--- src/hw/rtl/fcfs_pkg.sv ---
package fcfs_pkg;

    localparam int IN_W   = 16;
    localparam int ID_W   = 5;
    localparam int RES_W  = 21;
    localparam int AVG_W  = 29;
    localparam int FRAC_W = 8;

    typedef struct packed {
        logic [IN_W-1:0] arrival_time;
        logic [IN_W-1:0] burst_time;
        logic            last_item;
    } item_t;

    typedef struct packed {
        logic [ID_W-1:0]  process_id;
        logic [RES_W-1:0] turnaround;
        logic [RES_W-1:0] wait_time;
        logic [AVG_W-1:0] avg_turnaround_q8;
        logic [AVG_W-1:0] avg_wait_q8;
        logic             overflow;
        logic             last_result;
    } result_t;

    typedef enum logic [3:0] {
        ST_IDLE,
        ST_INS_RD,
        ST_INS_CMP,
        ST_INS_PUT,
        ST_RUN_CHK,
        ST_RP_ADDR,
        ST_RP_START,
        ST_RP_CALC,
        ST_RP_TA,
        ST_RP_EMIT,
        ST_DIV_TA,
        ST_DIV_TA_WAIT,
        ST_DIV_WT,
        ST_DIV_WT_WAIT,
        ST_FINAL
    } state_t;

endpackage

--- src/hw/rtl/fcfs_table.sv ---
module fcfs_table #(
    parameter int DEPTH = 16,
    parameter int WIDTH = 37
) (
    input  logic                     clk,
    input  logic                     we,
    input  logic [$clog2(DEPTH)-1:0] waddr,
    input  logic [WIDTH-1:0]         wdata,
    input  logic                     re,
    input  logic [$clog2(DEPTH)-1:0] raddr,
    output logic [WIDTH-1:0]         rdata
);
    logic [WIDTH-1:0] mem [DEPTH];
    logic [WIDTH-1:0] rdata_reg;

    // Write and registered read; read data holds while re is low.
    always_ff @(posedge clk)
    begin
        if (we)
        begin
            mem[waddr] <= wdata;
        end
        if (re)
        begin
            rdata_reg <= mem[raddr];
        end
    end

    assign rdata = rdata_reg;
endmodule

--- src/hw/rtl/fcfs_div.sv ---
module fcfs_div #(
    parameter int DW = 35,
    parameter int NW = 5
) (
    input  logic          clk,
    input  logic          rst_n,
    input  logic          start,
    input  logic [DW-1:0] dividend,
    input  logic [NW-1:0] divisor,
    output logic          done,
    output logic [DW-1:0] quotient
);
    localparam int CW = $clog2(DW + 1);

    logic [DW-1:0] dvd_reg, dvd_next;
    logic [NW-1:0] rem_reg, rem_next;
    logic [CW-1:0] cnt_reg, cnt_next;
    logic          run_reg, run_next;
    logic          done_reg, done_next;
    logic [NW:0]   rem_shift;
    logic [NW+1:0] diff;

    always_ff @(posedge clk or negedge rst_n)
    begin
        if (!rst_n)
        begin
            run_reg  <= 1'b0;
            done_reg <= 1'b0;
            cnt_reg  <= '0;
        end
        else
        begin
            run_reg  <= run_next;
            done_reg <= done_next;
            cnt_reg  <= cnt_next;
        end
    end

    always_ff @(posedge clk)
    begin
        dvd_reg <= dvd_next;
        rem_reg <= rem_next;
    end

    // Restoring division, one quotient bit per cycle.
    always_comb
    begin
        rem_shift = {rem_reg, dvd_reg[DW-1]};
        diff      = {1'b0, rem_shift} - {2'b00, divisor};
        dvd_next  = dvd_reg;
        rem_next  = rem_reg;
        cnt_next  = cnt_reg;
        run_next  = run_reg;
        done_next = 1'b0;
        if (start)
        begin
            dvd_next = dividend;
            rem_next = '0;
            cnt_next = CW'(DW);
            run_next = 1'b1;
        end
        else if (run_reg)
        begin
            if (!diff[NW+1])
            begin
                rem_next = diff[NW-1:0];
                dvd_next = {dvd_reg[DW-2:0], 1'b1};
            end
            else
            begin
                rem_next = rem_shift[NW-1:0];
                dvd_next = {dvd_reg[DW-2:0], 1'b0};
            end
            cnt_next = cnt_reg - CW'(1);
            if (cnt_reg == CW'(1))
            begin
                run_next  = 1'b0;
                done_next = 1'b1;
            end
        end
    end

    assign done     = done_reg;
    assign quotient = dvd_reg;
endmodule

--- src/hw/rtl/fcfs_schedule_metrics_core.sv ---
// Insert: each stored entry with a later arrival is read (INS_RD) and shifted up (INS_CMP);
// the walk stops on an equal or earlier arrival or at slot 0, then INS_PUT writes the item.
// An item into an empty table goes straight to INS_PUT. Last item adds a check (RUN_CHK),
// RP_ADDR to RP_EMIT per stored entry, two serial divides and a state that loads the final result.
// Items are accepted only while idle; a dropped unmarked item leaves the core idle. Results
// are one-cycle strobes the receiver cannot stall. Reset clears count and flags.
module fcfs_schedule_metrics_core #(
    parameter int MAX_PROCS = 16,
    parameter int TIME_BITS = 16
) (
    input  logic                clk,
    input  logic                rst_n,
    input  logic                start,
    input  fcfs_pkg::item_t     item,
    output logic                busy,
    output logic                result_valid,
    output fcfs_pkg::result_t   result
);
    import fcfs_pkg::*;

    // Stored time width: inputs are only IN_W bits wide, then masked to TIME_BITS.
    localparam int SW    = (TIME_BITS < IN_W) ? TIME_BITS : IN_W;
    localparam int AW    = $clog2(MAX_PROCS);
    localparam int CNTW  = $clog2(MAX_PROCS + 1);
    localparam int IDW   = CNTW;
    localparam int EW    = IDW + 2 * SW;
    // The schedule clock stays below (count + 1) * 2^SW.
    localparam int CW    = SW + CNTW + 1;
    localparam int SUMW  = CW + CNTW;
    localparam int DW    = SUMW + FRAC_W;

    state_t state_reg, state_next;

    logic [CNTW-1:0] count_reg, count_next;
    logic            dropped_reg, dropped_next;
    logic [AW-1:0]   k_reg, k_next;
    logic [CNTW-1:0] j_reg, j_next;
    logic [SW-1:0]   new_arr_reg, new_arr_next;
    logic [SW-1:0]   new_bur_reg, new_bur_next;
    logic            last_reg, last_next;

    logic [CW-1:0]   clock_reg, clock_next;
    logic [CW-1:0]   start_reg, start_next;
    logic [CW-1:0]   wt_reg, wt_next;
    logic [CW-1:0]   ta_reg, ta_next;
    logic [SUMW-1:0] sum_ta_reg, sum_ta_next;
    logic [SUMW-1:0] sum_wt_reg, sum_wt_next;
    logic [AVG_W-1:0] avg_ta_reg, avg_ta_next;

    logic            res_valid_reg, res_valid_next;
    result_t         res_reg, res_next;

    // Table port
    logic            tbl_we;
    logic [AW-1:0]   tbl_waddr;
    logic [EW-1:0]   tbl_wdata;
    logic            tbl_re;
    logic [AW-1:0]   tbl_raddr;
    logic [EW-1:0]   tbl_rdata;

    logic [SW-1:0]   rd_arr;
    logic [SW-1:0]   rd_bur;
    logic [IDW-1:0]  rd_id;
    logic [IDW-1:0]  new_id;

    // Divider
    logic            div_start;
    logic [DW-1:0]   div_dividend;
    logic            div_done;
    logic [DW-1:0]   div_quot;

    // Zero-extended views, cut down to the output field widths.
    logic [IDW+ID_W-1:0]  id_ext;
    logic [CW+RES_W-1:0]  ta_ext;
    logic [CW+RES_W-1:0]  wt_ext;
    logic [DW+AVG_W-1:0]  quot_ext;

    assign rd_arr = tbl_rdata[SW-1:0];
    assign rd_bur = tbl_rdata[2*SW-1:SW];
    assign rd_id  = tbl_rdata[EW-1:2*SW];
    assign new_id = count_reg + IDW'(1);

    assign id_ext   = (IDW + ID_W)'(rd_id);
    assign ta_ext   = (CW + RES_W)'(ta_reg);
    assign wt_ext   = (CW + RES_W)'(wt_reg);
    assign quot_ext = (DW + AVG_W)'(div_quot);

    fcfs_table #(
        .DEPTH (MAX_PROCS),
        .WIDTH (EW)
    ) u_table (
        .clk   (clk),
        .we    (tbl_we),
        .waddr (tbl_waddr),
        .wdata (tbl_wdata),
        .re    (tbl_re),
        .raddr (tbl_raddr),
        .rdata (tbl_rdata)
    );

    fcfs_div #(
        .DW (DW),
        .NW (CNTW)
    ) u_div (
        .clk      (clk),
        .rst_n    (rst_n),
        .start    (div_start),
        .dividend (div_dividend),
        .divisor  (count_reg),
        .done     (div_done),
        .quotient (div_quot)
    );

    always_ff @(posedge clk or negedge rst_n)
    begin
        if (!rst_n)
        begin
            state_reg     <= ST_IDLE;
            count_reg     <= '0;
            dropped_reg   <= 1'b0;
            res_valid_reg <= 1'b0;
        end
        else
        begin
            state_reg     <= state_next;
            count_reg     <= count_next;
            dropped_reg   <= dropped_next;
            res_valid_reg <= res_valid_next;
        end
    end

    // Datapath registers carry no reset.
    always_ff @(posedge clk)
    begin
        k_reg       <= k_next;
        j_reg       <= j_next;
        new_arr_reg <= new_arr_next;
        new_bur_reg <= new_bur_next;
        last_reg    <= last_next;
        clock_reg   <= clock_next;
        start_reg   <= start_next;
        wt_reg      <= wt_next;
        ta_reg      <= ta_next;
        sum_ta_reg  <= sum_ta_next;
        sum_wt_reg  <= sum_wt_next;
        avg_ta_reg  <= avg_ta_next;
        res_reg     <= res_next;
    end

    always_comb
    begin
        state_next     = state_reg;
        count_next     = count_reg;
        dropped_next   = dropped_reg;
        k_next         = k_reg;
        j_next         = j_reg;
        new_arr_next   = new_arr_reg;
        new_bur_next   = new_bur_reg;
        last_next      = last_reg;
        clock_next     = clock_reg;
        start_next     = start_reg;
        wt_next        = wt_reg;
        ta_next        = ta_reg;
        sum_ta_next    = sum_ta_reg;
        sum_wt_next    = sum_wt_reg;
        avg_ta_next    = avg_ta_reg;
        res_valid_next = 1'b0;
        res_next       = res_reg;

        tbl_we       = 1'b0;
        tbl_waddr    = k_reg;
        tbl_wdata    = {new_id, new_bur_reg, new_arr_reg};
        tbl_re       = 1'b0;
        tbl_raddr    = j_reg[AW-1:0];
        div_start    = 1'b0;
        div_dividend = {sum_ta_reg, {FRAC_W{1'b0}}};

        case (state_reg)
            ST_IDLE:
            begin
                if (start)
                begin
                    new_arr_next = item.arrival_time[SW-1:0];
                    new_bur_next = item.burst_time[SW-1:0];
                    last_next    = item.last_item;
                    k_next       = count_reg[AW-1:0];
                    if (count_reg == CNTW'(MAX_PROCS))
                    begin
                        // Table full: drop the beat, keep its last mark.
                        dropped_next = 1'b1;
                        state_next   = item.last_item ? ST_RUN_CHK : ST_IDLE;
                    end
                    else if (count_reg == '0)
                    begin
                        state_next = ST_INS_PUT;
                    end
                    else
                    begin
                        state_next = ST_INS_RD;
                    end
                end
            end

            ST_INS_RD:
            begin
                tbl_re     = 1'b1;
                tbl_raddr  = k_reg - AW'(1);
                state_next = ST_INS_CMP;
            end

            ST_INS_CMP:
            begin
                // Shift a later arrival up one slot; stop at the first equal or earlier.
                if (rd_arr > new_arr_reg)
                begin
                    tbl_we     = 1'b1;
                    tbl_wdata  = tbl_rdata;
                    k_next     = k_reg - AW'(1);
                    state_next = (k_reg == AW'(1)) ? ST_INS_PUT : ST_INS_RD;
                end
                else
                begin
                    state_next = ST_INS_PUT;
                end
            end

            ST_INS_PUT:
            begin
                tbl_we     = 1'b1;
                count_next = count_reg + CNTW'(1);
                state_next = last_reg ? ST_RUN_CHK : ST_IDLE;
            end

            ST_RUN_CHK:
            begin
                if (count_reg == '0)
                begin
                    dropped_next = 1'b0;
                    state_next   = ST_IDLE;
                end
                else
                begin
                    clock_next  = '0;
                    sum_ta_next = '0;
                    sum_wt_next = '0;
                    j_next      = '0;
                    state_next  = ST_RP_ADDR;
                end
            end

            ST_RP_ADDR:
            begin
                tbl_re     = 1'b1;
                state_next = ST_RP_START;
            end

            ST_RP_START:
            begin
                start_next = (clock_reg > CW'(rd_arr)) ? clock_reg : CW'(rd_arr);
                state_next = ST_RP_CALC;
            end

            ST_RP_CALC:
            begin
                wt_next    = start_reg - CW'(rd_arr);
                clock_next = start_reg + CW'(rd_bur);
                state_next = ST_RP_TA;
            end

            ST_RP_TA:
            begin
                ta_next    = wt_reg + CW'(rd_bur);
                state_next = ST_RP_EMIT;
            end

            ST_RP_EMIT:
            begin
                sum_ta_next                = sum_ta_reg + SUMW'(ta_reg);
                sum_wt_next                = sum_wt_reg + SUMW'(wt_reg);
                res_next.process_id        = id_ext[ID_W-1:0];
                res_next.turnaround        = ta_ext[RES_W-1:0];
                res_next.wait_time         = wt_ext[RES_W-1:0];
                res_next.avg_turnaround_q8 = '0;
                res_next.avg_wait_q8       = '0;
                res_next.overflow          = dropped_reg;
                res_next.last_result       = 1'b0;
                if (j_reg + CNTW'(1) == count_reg)
                begin
                    // Hold the final beat until both averages are known.
                    state_next = ST_DIV_TA;
                end
                else
                begin
                    res_valid_next = 1'b1;
                    j_next         = j_reg + CNTW'(1);
                    state_next     = ST_RP_ADDR;
                end
            end

            ST_DIV_TA:
            begin
                div_start  = 1'b1;
                state_next = ST_DIV_TA_WAIT;
            end

            ST_DIV_TA_WAIT:
            begin
                if (div_done)
                begin
                    avg_ta_next = quot_ext[AVG_W-1:0];
                    state_next  = ST_DIV_WT;
                end
            end

            ST_DIV_WT:
            begin
                div_start    = 1'b1;
                div_dividend = {sum_wt_reg, {FRAC_W{1'b0}}};
                state_next   = ST_DIV_WT_WAIT;
            end

            ST_DIV_WT_WAIT:
            begin
                if (div_done)
                begin
                    res_next.avg_wait_q8 = quot_ext[AVG_W-1:0];
                    state_next           = ST_FINAL;
                end
            end

            ST_FINAL:
            begin
                // Emit the final beat and empty the table.
                res_next.avg_turnaround_q8 = avg_ta_reg;
                res_next.last_result       = 1'b1;
                res_valid_next             = 1'b1;
                count_next                 = '0;
                dropped_next               = 1'b0;
                state_next                 = ST_IDLE;
            end

            default:
            begin
                state_next = ST_IDLE;
            end
        endcase
    end

    assign busy         = (state_reg != ST_IDLE);
    assign result_valid = res_valid_reg;
    assign result       = res_reg;
endmodule
--- config.mk ---
export PLATFORM = sky130hd
export DESIGN_NAME = fcfs_schedule_metrics_core
export DESIGN_NICKNAME = d
export VERILOG_FILES = /design/src/hw/rtl/fcfs_pkg.sv /design/src/hw/rtl/fcfs_table.sv /design/src/hw/rtl/fcfs_div.sv /design/src/hw/rtl/fcfs_schedule_metrics_core.sv
export SDC_FILE = /design/constraint.sdc
export NUM_CORES = 1
export LEC_CHECK = 0
export ABC_AREA = 0
export BUFFER_PORTS_ARGS = -buffer_cell sky130_fd_sc_hd__buf_2
export CAP_MARGIN = 10
export CORE_MARGIN = 3
export CORE_UTILIZATION = 42
export CTS_CLUSTER_SIZE = 40
export DETAILED_ROUTE_END_ITERATION = 10
export GPL_ROUTABILITY_DRIVEN = 0
export GPL_TIMING_DRIVEN = 0
export SKIP_LAST_GASP = 1
export SLEW_MARGIN = 25
export SYNTH_ARGS = -nofsm -noshare
export SYNTH_HDL_FRONTEND = slang
export SYNTH_SLANG_ARGS = --single-unit
export TNS_END_PERCENT = 20
--- constraint.sdc ---
create_clock -name clk -period 9.65 [get_ports clk]
set_input_delay 0.965 -clock clk [delete_from_list [all_inputs] [get_ports clk]]
set_output_delay 0.965 -clock clk [all_outputs]
set_load 0.1 [all_outputs]
==> impl_metrics.py, run 1 <==
metrics = {
    "synth": {
        "synth_top_family_by_area": "multiplexers",
        "synth_fa_ha_area_share_pct": 4.18,
        "synth_edf_count": 984,
        "syn_nets": 2942,
        "synthFlopType": "edfxtp_1",
        "synth_xor_area_share_pct": 1.55,
        "synth_top_cell_area_share_pct": 66.4,
        "yosysUniqueCellTypes": 76,
        "synth_cells": 2761,
        "ys_seq_elements": 1008,
        "synthSimpleGateAreaFrac_pct": 6.31,
        "synth.area.top_cells": "edfxtp_1 (66%), mux4_2 (7.5%), ha_1 (3.9%)",
        "synth_area_leader_cell": "edfxtp_1",
        "yosysSeqAreaShare_pct": 67.7,
        "synthArstFlopShare_pct": 1.88,
        "synth_mux_area_share_pct": 12.2,
        "synth_area_per_cell_um2": 16.1,
        "synth_compound_area_share_pct": 6.00,
        "synth_area_mm2": 0.0445,
        "yosys_warnings": 0,
    },
    "layout": {
        "multi_input_area_mm2": 0.0138,
        "largest_reg_flops": 592,
        "area_growth_syn_to_layout_pct": 16.2,
        "n_fill_cell": 8653,
        "stdcell_count": 4544,
        "drive_above_1_share_pct": 19.5,
        "seq_area_mm2": 0.0301,
        "nNetsFinal": 3253,
        "final_core_utilization_pct": 49.6,
        "final_area_mm2": 0.0518,
    },
    "route": {
        "viasPerCell": 5.65,
        "firstDrtPassIters": 8,
        "drcViolationCount": 0,
        "wl_per_cell_um": 25.0,
        "ant_nets": 0,
        "wl_um": 114000,
        "dr.first_iter.drc_count": 2368,
        "via_count": 25690,
    },
    "timing": {
        "slew-limit-headroom_pct": 27.5,
        "fin_skew_ns": 0.0688,
        "rsz0062_at_grt": "no",
        "maxSlewViolCount": 0,
        "timing.hold.ws_ns": 0.232,
        "period_share_pct": 48.0,
        "setup_viol": 0,
        "tns_ns": 0,
        "fin_crit_ns": 4.63,
        "hold_violations": 0,
        "finalWorstSetupSlack_ns": 5.02,
        "worst_pin_slew_ns": 1.09,
        "fmax_mhz": 216,
    },
    "setup_path": {
        "cp.required_ns": 10.02,
        "cp.arrival_ns": 5.00,
        "critical_path_class": "reg -> reg",
        "path_max_fanout": 16,
        "r2r_end": "u_table.mem[0][7]",
        "critPathCaptureType": "flop",
        "startpoint_type": "flop",
        "worstReg2RegStart": "new_arr_reg[4]",
        "reg2reg_depth": 10,
        "rrSetupSlack_ns": 5.02,
    },
    "placed_design": {
        "dp_hpwl_um": 80900,
        "port_buffers": 144,
        "pre_cts_ws_ns": 4.71,
        "dp_cells": 4343,
        "placed_cell_area_mm2": 0.0482,
    },
    "clocking": {
        "post-cts-setup-buffers": 0,
        "cts_htree_levels": 3,
        "cts.path.max_buffers": 3,
        "cts_tree": "built",
        "ctsResizeCount": 0,
        "cts_buffers": 107,
        "clock_sinks": 1008,
        "clkLatencyLatePin_ns": 0.71,
        "cts_hold_repair.buffers": 0,
        "clk_pin_slew_ns": 0.06,
        "cts-root-buf": "clkbuf_16",
    },
    "die": {
        "dieArea_mm2": 0.110,
        "pin_count": 145,
        "core-area_mm2": 0.104,
        "die_x_um": 332,
        "dieHeight_um": 332,
        "start_util_pct": 42.7,
        "rows": 118,
    },
    "min_path": {
        "hold_path.class": "in -> async",
    },
    "global_routing": {
        "grt-ovfl-total": 0,
        "grt_pass1_wl_um": 169000,
        "grt.total_usage_pct": 20.4,
        "grt_max_degree": 58,
        "grt_pass1_vias": 26237,
        "antenna_found_initial": 1,
    },
    "power_and_ir_drop": {
        "fin_total_pwr_mw": 8.78,
        "power_density_mw_per_mm2": 170,
        "irDropWorstVdd_mv": 0.148,
        "p_leak_nw": 17.3,
    },
    "run": {
        "max-cap-violations": 0,
    },
    "outcome": {
        "status": "finished clean",
    },
}
[layer usage]
metal	global-route usage, %	wire length, um	vias to the layer above
met1	27.3	47700	13120
met2	34.4	56200	906
met3	2.96	6410	203
met5	0	0	-
li1	-	-	11461
met4	6.32	3430	0
[area by class of cell]
class,instances,area share [%]
Antenna cell,1,0.00484
Clock buffer,135,5.42
Sequential cell,1008,58.2
Inverter,90,0.653
Timing Repair Buffer,202,3.35
Clock inverter,65,1.30
Tap cell,1380,3.34
Buffer,114,1.14
Multi-Input combinational cell,1549,26.6
[worst max-delay path, cell delays in order (launching register included)]
cell and delay [ns]:
edfxtp_1 0.35, inv_1 0.24, ha_1 0.30, nand3_1 0.13, o21bai_1 0.15, a21oi_1 0.11
a211oi_1 0.35, o221ai_1 0.41, nand2_1 0.88, buf_2 0.51, mux2i_2 0.83
[placed cells by master, fill, tap and decap left out, types with 90 or more instances in the layout]
master	synthesis	layout
mux4_2	148	148
mux2i_1	168	153
buf_2	32	175
nor2_1	131	116
edfxtp_1	984	984
o21ai_0	91	90
nand2_1	128	127
ha_1	139	139
clkbuf_16	0	108
inv_1	90	90
[how the worst max path moves through the flow]
stage	startpoint	to	slack, ns	cells past startpoint
floorplan	u_table.rdata[3]	u_table.mem[9][0]	3.89	8
global placement	new_arr_reg[4]	u_table.mem[8][10]	-1.74	9
detailed placement	new_arr_reg[4]	u_table.mem[11][12]	4.71	10
CTS	new_arr_reg[4]	u_table.mem[1][12]	4.70	10
global route	new_arr_reg[4]	u_table.mem[11][13]	4.86	10
finish	new_arr_reg[4]	u_table.mem[0][7]	5.02	10
[where the power goes]
part	switching [mW]	total, mW	internal (mW)
logic	0.00509	0.0100	0.00495
clock network	1.74	4.04	2.29
registers	0	4.73	4.73
total	1.75	8.78	7.03
[Yosys cell counts, types with 12 or more instances]
library cell,count
nand2b_1,12
o21ai_1,15
buf_2,32
o21ai_0,91
and3_1,14
a211oi_1,22
nand3_1,41
nor3_1,59
or3_1,18
buf_6,15
dfrtp_1,19
mux2i_1,168
a21o_1,45
nand4_1,17
and2_1,86
nand2_1,128
clkbuf_1,55
inv_1,90
mux4_2,148
o21a_1,37
nor2b_1,19
xnor2_1,51
a21oi_1,90
edfxtp_1,984
nor2_1,131
xor2_1,28
o211ai_1,17
mux2_1,30
ha_1,139
[cells by family (layout without fill, tap and decap cells)]
| group | after synthesis | in the layout |
|---|---|---|
| and+or+nand+nor | 560 | 560 |
| buffers and inverters | 204 | 606 |
| adders and majority gates | 145 | 145 |
| DFF | 1008 | 1008 |
| xor gates and xnor gates | 79 | 79 |
| muxes | 354 | 354 |
| other | 0 | 1 |
| AOI/OAI and AO/OA | 411 | 411 |
Power figures use the tool's default switching activity.
==> run 2: changes to the inputs <==
==> constraint.sdc (replaced) <==
create_clock -name clk -period 4.13 [get_ports clk]
set_input_delay 0.413 -clock clk [delete_from_list [all_inputs] [get_ports clk]]
set_output_delay 0.413 -clock clk [all_outputs]
set_load 0.1 [all_outputs]
==> run 2 against run 1 <==
Sequential share of layout area decreased by 0.66 points. Maximum frequency is 13% higher. Setup slack lost 5.0 ns. Final cell count up 0.81%. Critical path depth is 2 higher. Global-route usage shrank 0.30 points. Clock skew down 0.025 ns. First-iteration DRC count shrank 9.0%. Utilization grew 0.57 points. Wire length is 1.7% lower. Hold slack lost 0.17 ns. Cell area rose by 1.2%. Largest power group unchanged.
==> impl_metrics.py, run 2 (synthesis results as in run 1) <==
metrics = {
    "power_and_ir_drop": {
        "swShare_pct": 19.7,
        "p_switching_mw": 4.01,
        "p_leak_nw": 17.6,
        "p_int_mw": 16.3,
        "irDropWorstVdd_mv": 0.341,
        "clock_power_share_pct": 45.4,
        "power_density_mw_per_mm2": 388,
        "seqPwrFrac_pct": 54.4,
        "comb_power_share_pct": 0.2,
    },
    "setup_path": {
        "worstReg2RegStart": "u_table.rdata[3]",
        "startpoint_type": "flop",
        "cp-startpoint": "u_table.rdata[3]",
        "cp.arrival_ns": 4.48,
        "critical_path_class": "reg -> reg",
        "critPathCaptureType": "flop",
        "crit_slowest_cell": "nor4bb_4",
        "critPathMaxStageDelay_ns": 0.55,
        "crit_path_cell_trace": "ha_1 -> nand3_1 -> o21bai_1 -> a21oi_1 -> a211oi_2 -> o221ai_2 -> a21oi_4 -> buf_4 -> nor4bb_4 -> buf_4 -> buf_4 -> buf_4",
        "reg2reg_depth": 12,
        "critPathMostFrequentCell": "buf_4",
        "cp.required_ns": 4.52,
        "path_max_fanout": 9,
    },
    "global_routing": {
        "grt_use_met1_pct": 25.8,
        "grt_util_met2_pct": 35.1,
        "grt.total_usage_pct": 20.1,
        "gr-usage-met3_pct": 3.35,
        "antenna_found_initial": 1,
        "grt_pass1_vias": 26103,
        "grt_max_degree": 47,
        "grt-ovfl-total": 0,
        "grt_busiest_layer": "met2",
        "grt_pass1_wl_um": 167000,
    },
    "layout": {
        "final_core_utilization_pct": 50.2,
        "largest_reg_flops": 592,
        "multi_input_area_mm2": 0.0139,
        "nNetsFinal": 3292,
        "n_fill_cell": 8540,
        "area_growth_syn_to_layout_pct": 17.6,
        "mostFrequentLayoutCells": "edfxtp_1 (984), buf_2 (173), mux2i_1 (153)",
        "antenna_cells": 0,
        "drive_above_1_share_pct": 19.7,
        "final_common_cell": "edfxtp_1",
        "seq_area_mm2": 0.0301,
    },
    "min_path": {
        "hold_path.class": "in -> reg",
        "holdPathStages": 1,
        "hp-start": "item[7]",
    },
    "die": {
        "dieHeight_um": 332,
        "core-area_mm2": 0.104,
        "start_util_pct": 42.7,
        "pin_count": 145,
        "dieArea_mm2": 0.110,
        "die_x_um": 332,
        "rows": 118,
    },
    "clocking": {
        "cts_htree_levels": 3,
        "clkLatencyLatePin_ns": 0.70,
        "clock_sinks": 1008,
        "cts-root-buf": "clkbuf_16",
        "clk_pin_slew_ns": 0.06,
        "cts_buffers": 105,
        "cts_tree": "built",
        "cts.path.max_buffers": 3,
    },
    "outcome": {
        "status": "finished clean",
    },
    "run": {
        "max-cap-violations": 0,
    },
    "timing": {
        "hold_violations": 0,
        "fin_skew_ns": 0.0441,
        "rsz0062_at_grt": "yes",
        "setup_viol": 0,
        "fmax_mhz": 244,
        "period_share_pct": 99.1,
        "maxSlewViolCount": 0,
        "worst_pin_slew_ns": 1.09,
        "slew-limit-headroom_pct": 27.2,
        "fin_crit_ns": 4.09,
        "tns_ns": 0,
    },
    "route": {
        "wl_um": 112000,
        "ant_nets": 0,
        "firstDrtPassIters": 6,
        "viasPerCell": 5.54,
        "via_count": 25400,
        "drcViolationCount": 0,
        "dr.first_iter.drc_count": 2155,
        "wl_per_cell_um": 24.4,
    },
    "placed_design": {
        "port_buffers": 144,
        "dp_hpwl_um": 81400,
    },
}
## run 2: cell count changes in the layout (fill, tap and decap cells not counted), sizes merged
| cell | before | now |
|---|---|---|
| dlygate4sd3 | 0 | 33 |
| clkbuf | 192 | 181 |
| clkinv | 46 | 55 |
| buf | 259 | 266 |
| clkinvlp | 9 | 6 |
| inv | 92 | 95 |
| diode | 1 | 0 |
## run 2: path summary, 6_finish.rpt
| check | endpoint | slack [ns] |
|---|---|---|
| worst max-delay path | u_table.mem[10][9] | 0.04 |
| worst min-delay path | new_bur_reg[6] | 0.07 |
| worst max register to register | u_table.mem[10][9] | 0.04 |
| worst min register to register | result[60] | 0.47 |
| max in group asynchronous | u_div.cnt_reg[1] | 3.58 |
| min in group asynchronous | u_div.cnt_reg[3] | 0.24 |
## run 2: power by group through the flow
| stage | sequential (mW) | clock [mW] | combinational, mW |
|---|---|---|---|
| 2_1_floorplan | 11.3 | 0 | 0.0000290 |
| 3_3_place_gp | 11.3 | 0 | 0.0221 |
| 3_5_place_dp | 11.3 | 0 | 0.0225 |
| 4_1_cts | 11.1 | 9.40 | 0.0470 |
| 5_1_grt | 11.0 | 9.78 | 0.0511 |
| 6_report | 11.1 | 9.22 | 0.0467 |
## run 2: per-layer routing
layer	routed length, um	share of wire [%]
met2	57100	51
met3	5720	5.1
met1	46000	41
met5	0	0
met4	3020	2.7
## run 2: area by class of cell
| cell class | count | share of cell area (%) |
|---|---|---|
| sequential | 1008 | 57.5 |
| multi-input combinational | 1549 | 26.6 |
| clock buffer | 123 | 5.19 |
| timing repair buffer | 243 | 4.35 |
| tap | 1380 | 3.30 |
| clock inverter | 74 | 1.25 |
| buffer | 114 | 1.14 |
| inverter | 90 | 0.645 |
## run 2: per-stage QoR
step | hold WS (ns) | area, um^2 | power (mW) | worst slack [ns] | instances
after CTS | 0.00845 | 52300 | 20.5 | -0.135 | 4577
after floorplan | 0.117 | 44600 | 11.3 | -0.213 | 2761
after detailed placement | 0.377 | 48400 | 11.3 | -1.09 | 4343
after global placement | 0.378 | 47000 | 11.3 | -3.91 | 4285
final | 0.0662 | 52300 | 20.3 | 0.0355 | 4581
after global routing | 0.0240 | 52300 | 20.9 | -0.143 | 4581
## run 2: timing repair
item                                   4_1_cts  5_1_grt
setup endpoints to repair                  979      645
hold buffers                                33        0
resized for setup                           22        7
pin swaps                                    0        2
setup buffers                                4        4
endpoints found under the hold margin       51        0
## run 2: critical path: cells and delay by family (launching register included)
kind	cells	cell delay (ns)
adder cells (fa/ha/maj)	1	0.35
AO/OA/AOI/OAI	5	1.18
AND/OR/NAND/NOR	2	0.77
flip-flops	1	0.50
buffers and inverters	4	0.95
